$ cat config.mk
export PLATFORM = sky130hd
export DESIGN_NAME = afpt_plane_lane
export DESIGN_NICKNAME = d
export VERILOG_FILES = /design/src/sv/afpt_pkg.sv /design/src/sv/afpt_plane_lane.sv
export SDC_FILE = /design/constraint.sdc
export NUM_CORES = 2
export LEC_CHECK = 0
export ABC_AREA = 1
export BUFFER_PORTS_ARGS = -buffer_cell sky130_fd_sc_hd__buf_4
export CORE_AREA = 3 3 391 393
export DETAILED_ROUTE_END_ITERATION = 10
export DIE_AREA = 0 0 394 396
export MAX_ROUTING_LAYER = met4
export PLACE_DENSITY = 0.69
export SKIP_CTS_REPAIR_TIMING = 1
export SYNTH_ARGS = -nofsm -noshare
export SYNTH_HDL_FRONTEND = slang
export SYNTH_SLANG_ARGS = --single-unit
$ cat constraint.sdc
create_clock -name clk -period 13.6 [get_ports clk]
set_clock_uncertainty 0.1 [all_clocks]
set_input_delay 0.68 -clock clk [delete_from_list [all_inputs] [get_ports clk]]
set_output_delay 0.68 -clock clk [all_outputs]
set_load 0.02 [all_outputs]
$ cat src/sv/afpt_pkg.sv
`default_nettype none

package afpt_pkg;

    localparam int MAX_PLANES   = 6;
    localparam int STAGE_COUNT  = 4;
    localparam int CFG_INDEX_W  = 3;
    localparam int CFG_DATA_W   = 64;
    localparam int SEL_W        = 6;

    // register indexes on the config channel
    localparam logic [CFG_INDEX_W-1:0] REG_CORNER_SELECT = 3'd6;

    typedef logic signed [15:0] coord_t;

    typedef enum logic [1:0] {
        VERDICT_OUTSIDE   = 2'd0,
        VERDICT_INSIDE    = 2'd1,
        VERDICT_INTERSECT = 2'd2
    } verdict_t;

    typedef struct packed {
        coord_t                  min_x;
        coord_t                  min_y;
        coord_t                  min_z;
        coord_t                  max_x;
        coord_t                  max_y;
        coord_t                  max_z;
        logic [MAX_PLANES-1:0]   active_planes;
    } box_t;

    typedef struct packed {
        verdict_t                verdict;
        logic [MAX_PLANES-1:0]   straddled_planes;
    } result_t;

    typedef struct packed {
        logic [CFG_INDEX_W-1:0]  index;
        logic [CFG_DATA_W-1:0]   value;
    } cfg_write_t;

    // load enables, one per pipeline register stage
    typedef struct packed {
        logic s1;
        logic s2;
        logic s3;
        logic s4;
    } stage_en_t;

    // per-plane outcome after the compare stage
    typedef struct packed {
        logic outside;
        logic straddle;
    } lane_flags_t;

endpackage

`default_nettype wire

$ cat src/sv/afpt_plane_lane.sv
`default_nettype none

module afpt_plane_lane (
    input  wire logic                           clk,
    input  wire afpt_pkg::stage_en_t            en,
    input  wire afpt_pkg::box_t                 box,
    input  wire logic                           act,
    input  wire logic [afpt_pkg::CFG_DATA_W-1:0] plane,
    input  wire logic [afpt_pkg::SEL_W-1:0]     sel,
    output afpt_pkg::lane_flags_t               flags
);
    import afpt_pkg::*;

    logic signed [15:0] nrm_a, nrm_b, nrm_c, ofs_d;
    logic signed [15:0] fx, fy, fz, sx, sy, sz;

    logic signed [31:0] prod_first_next [3];
    logic signed [31:0] prod_second_next [3];
    logic signed [31:0] prod_first_reg [3];
    logic signed [31:0] prod_second_reg [3];
    logic               act1_reg;

    logic signed [33:0] dot_first_next, dot_second_next;
    logic signed [33:0] dot_first_reg, dot_second_reg;
    logic               act2_reg;

    logic signed [34:0] ofs_scaled;
    logic signed [34:0] dist_first, dist_second;
    lane_flags_t        flags_next;
    lane_flags_t        flags_reg;

    // plane words must hold still while requests are in flight; the lane does not check this
    assign nrm_a = $signed(plane[15:0]);
    assign nrm_b = $signed(plane[31:16]);
    assign nrm_c = $signed(plane[47:32]);
    assign ofs_d = $signed(plane[63:48]);

    // stage 1: corner pick and products
    assign fx = sel[0] ? box.max_x : box.min_x;
    assign fy = sel[1] ? box.max_y : box.min_y;
    assign fz = sel[2] ? box.max_z : box.min_z;
    assign sx = sel[3] ? box.max_x : box.min_x;
    assign sy = sel[4] ? box.max_y : box.min_y;
    assign sz = sel[5] ? box.max_z : box.min_z;

    always_comb
    begin
        prod_first_next[0]  = nrm_a * fx;
        prod_first_next[1]  = nrm_b * fy;
        prod_first_next[2]  = nrm_c * fz;
        prod_second_next[0] = nrm_a * sx;
        prod_second_next[1] = nrm_b * sy;
        prod_second_next[2] = nrm_c * sz;
    end

    always_ff @(posedge clk)
    begin
        if (en.s1)
        begin
            prod_first_reg  <= prod_first_next;
            prod_second_reg <= prod_second_next;
            act1_reg        <= act;
        end
    end

    // stage 2: dot products
    assign dot_first_next  = 34'(prod_first_reg[0]) + 34'(prod_first_reg[1])
                           + 34'(prod_first_reg[2]);
    assign dot_second_next = 34'(prod_second_reg[0]) + 34'(prod_second_reg[1])
                           + 34'(prod_second_reg[2]);

    always_ff @(posedge clk)
    begin
        if (en.s2)
        begin
            dot_first_reg  <= dot_first_next;
            dot_second_reg <= dot_second_next;
            act2_reg       <= act1_reg;
        end
    end

    // stage 3: behind test, dot + d*2^14 < 0
    assign ofs_scaled  = {{5{ofs_d[15]}}, ofs_d, 14'b0};
    assign dist_first  = 35'(dot_first_reg) + ofs_scaled;
    assign dist_second = 35'(dot_second_reg) + ofs_scaled;

    always_comb
    begin
        flags_next.outside  = act2_reg && dist_first[34];
        flags_next.straddle = act2_reg && dist_second[34];
    end

    always_ff @(posedge clk)
    begin
        if (en.s3)
        begin
            flags_reg <= flags_next;
        end
    end

    assign flags = flags_reg;

endmodule

`default_nettype wire

== After elaboration in Yosys (flattened, before gate mapping) ==
Cells that the tools add are included.

* $mul: 6
* Add/sub/neg operators: 6
* Mux-type cells: 6
* Reduce and logical (&&, ||, !) cells: 2

{| class="wikitable"
|+ Operator list
! operator !! count
|-
| 16-bit by 16-bit multiplier with 32-bit output || 6
|-
| 16-bit 2-to-1 mux || 6
|-
| 34-bit by 30-bit adder with 35-bit output || 2
|-
| 33-bit by 32-bit adder with 34-bit output || 2
|-
| 32-bit by 32-bit adder with 33-bit output || 2
|-
| 1-bit logical AND || 2
|}

* Register bits after elaboration: 264
* Logic and storage cells: 32
* Output and inout port bits: 2

== Logic depth before layout (Yosys ltp) ==
* Word-level depth: 2
* Depth in mapped cells: 29

== Worst setup path before layout ==
OpenSTA, ideal clock, no wires.

* Kind: in2reg
* Start: in sel[3] (netlist bit)
* End: reg prod_second_reg[94] (netlist bit) (data pin)
* Stages on the path: 21
* Required time: 13.248 ns
* Setup slack: 7.278 ns
* Library setup time: 0.252 ns
* Buffers on the path: 3
* Arrival time: 5.970 ns
* Cell sequence: buf_2 -> buf_2 -> o21ai_1 -> buf_2 -> nor2_1 -> fa_1 -> fa_1 -> inv_1 -> fa_1 -> fa_1 -> fa_1 -> fa_1 -> inv_1 -> ha_1 -> nand2_1 -> nor2_1 -> inv_1 -> nor4_1 -> nand4_1 -> nand3_1 -> nand2_1

{| class="wikitable"
|+ RTL lines
! what !! line !! source
|-
| from (decl) || afpt_plane_lane.sv:9 || <nowiki>input wire logic [afpt_pkg::SEL_W-1:0] sel,</nowiki>
|-
| to (signal assigned) || afpt_plane_lane.sv:61 || <nowiki>prod_second_reg <= prod_second_next;</nowiki>
|-
| to (decl) || afpt_plane_lane.sv:20 || <nowiki>logic signed [31:0] prod_second_reg [3];</nowiki>
|}

==> metrics.txt <==
row cnt=142; IO Count=180; most common cell in the netlist=inv_1; Post-DP HPWL=179000 um; TritonRoute pass-1 iters=8; H-tree levels=1; CP Capture Type=flip-flop; Clock Sink Count=236; Post-synth top flop=edfxtp_1; Final Setup Violations=0; clock slew seen by the registers of the worst setup and hold paths=0.06 ns; Period minus WS final=7.07 ns; CP required=13.76 ns; Max clock buf depth=3; max-slew violations=0; #FFs+latches synth=236; Die W=394 um; share of cells above drive strength 1=4.20%; RSZ-0062 raised after global routing=no; first-iteration detailed-routing DRC count=4633; Worst Tran Pin Value=0.982 ns; core area=150000 um2; Final TNS setup=0 ns; main area contributors after synthesis=fa_1 (44%), inv_1 (11%), ha_1 (9.9%); WL final=209000 um; Distinct cells, synth=45; setup ws final=6.53 ns; Mapped Cells=8961; crit-path max FO=24; DR vias/cell=5.27; CTS Buf Count=27; Clock Latency Late Sink=0.56 ns; slowest CP cell=xor2_1; Critical Setup Path Class=input pin to flip-flop; number of buffers added on ports=172; Slew HR=34.5%; post-route clock period utilization=52.0%; first-pass GRT wire length=338000 um; CP max stage delay=0.57 ns; root buffer cell=clkbuf_16; Largest delay share family, worst path=adder cells; final hold slack=0.208 ns; Avg Cell Area, Syn=8.34 um2; Total GRT Usage=28.2%; Via Count=58100; Die Y=396 um; Hold WC Path Type=input pin to flip-flop; synthesized area=74700 um2; Worst Path Arrival=7.23 ns; pin count of the biggest net entering global routing=70; Max Fclk=141 MHz; Setup crit start kind=input pin; Final Non-Filler Cells=11000; initial core utilization=49.9%; CTS tree=built; initial antenna violation count=1; Synth Net Count=11400; status=finished, final reports clean; Post-synth EDFFs=236; most frequent cells after synthesis=inv_1 (2210), nand2_1 (1691), fa_1 (1634); Inst Count DP=11000; Synth-to-Final Area Change=5.53%; post-route ant nets=0; die area=156000 um2; Seq/Total Area, Yosys=9.49%; Final Wtd Congestion=0.990; Yosys Warn Count=0; worst slack at placement=6.04 ns; CP most frequent cell=inv_1; asr flop ratio synth=0%; Final Hold Viols=0; average wire per standard cell=18.9 um; grt ovf=0; Yosys top cell area share=43.8%; Final nets=11400; CP Buf/Inv Count=9; DRC viols=0; Synth area leader=fa_1; vias in the first global route=62200; max-cap viol count=0
==> per-layer routing <==
metal / routed length, um / global-route usage (%) / share of wire [%]
met1: 88600 / 38.1 / 42
met2: 98700 / 45.6 / 47
met3: 15300 / 3.38 / 7.3
met4: 6110 / 6.90 / 2.9
met5: 0 / - / 0
==> cell usage in the layout, fill, tap and decap left out, types with 6 or more instances in the layout <==
cell type,count
inv_1,2210
nand2_1,1691
fa_1,1634
nor2_1,1142
ha_1,594
a21oi_1,262
edfxtp_1,236
buf_4,219
nand3_1,176
xor2_1,155
o21ai_0,149
nand4_1,59
o21bai_1,49
nor3_1,44
xnor2_1,41
clkinv_1,38
o21ai_1,36
a21o_1,34
nand2_2,33
clkbuf_16,27
nand3b_1,20
nor2_2,19
inv_2,15
or2_2,12
a21boi_0,11
a31oi_1,11
a21oi_2,11
o211ai_1,9
nor4_1,8
o21a_1,8
and3_1,6
nor3_2,6
==> cell families (layout without fill, tap and decap cells) <==
group           Yosys count  in the layout  share of synthesized area (%)
xor+xnor                196            196                           2.30
buf+inv                2472           2527                           12.6
flops                   236            236                           9.49
fa+ha+maj              2228           2228                           53.7
compound gates          600            600                           4.60
simple gates           3229           3229                           17.3
other cells               0              1                              0
==> final cells by class <==
type                    count  area (um2)
multi-input cells        6253       58200
fillers                 14000       70900
diodes                      1        2.50
well taps                2016        2520
clock inverters            21         184
repair buffers            220        1660
clock buffers              29         683
flip-flops and latches    236        7090
inverters                2257        8470
==> stage by stage <==
step / instance area [um2] / utilization (%)
finish: 78800 / 52.6
global route: 78800 / 52.6
CTS: 78800 / 52.6
detailed placement: 78000 / 52.1
global placement: 78000 / 52.1
floorplan: 74700 / -
==> final timing paths <==
check / from / endpoint / slack (ns) / depth (start not counted)
max: sel[3] / prod_second_reg[85] / 6.53 / 25
min: act / act1_reg / 0.21 / 1
max reg2reg: prod_first_reg[15] / dot_first_reg[20] / 10.65 / 10
min reg2reg: act1_reg / act2_reg / 0.33 / 0
Power is left out: the tool's default activity adds up to more than one toggle a clock period on the data nets, which glitch-free logic cannot reach.
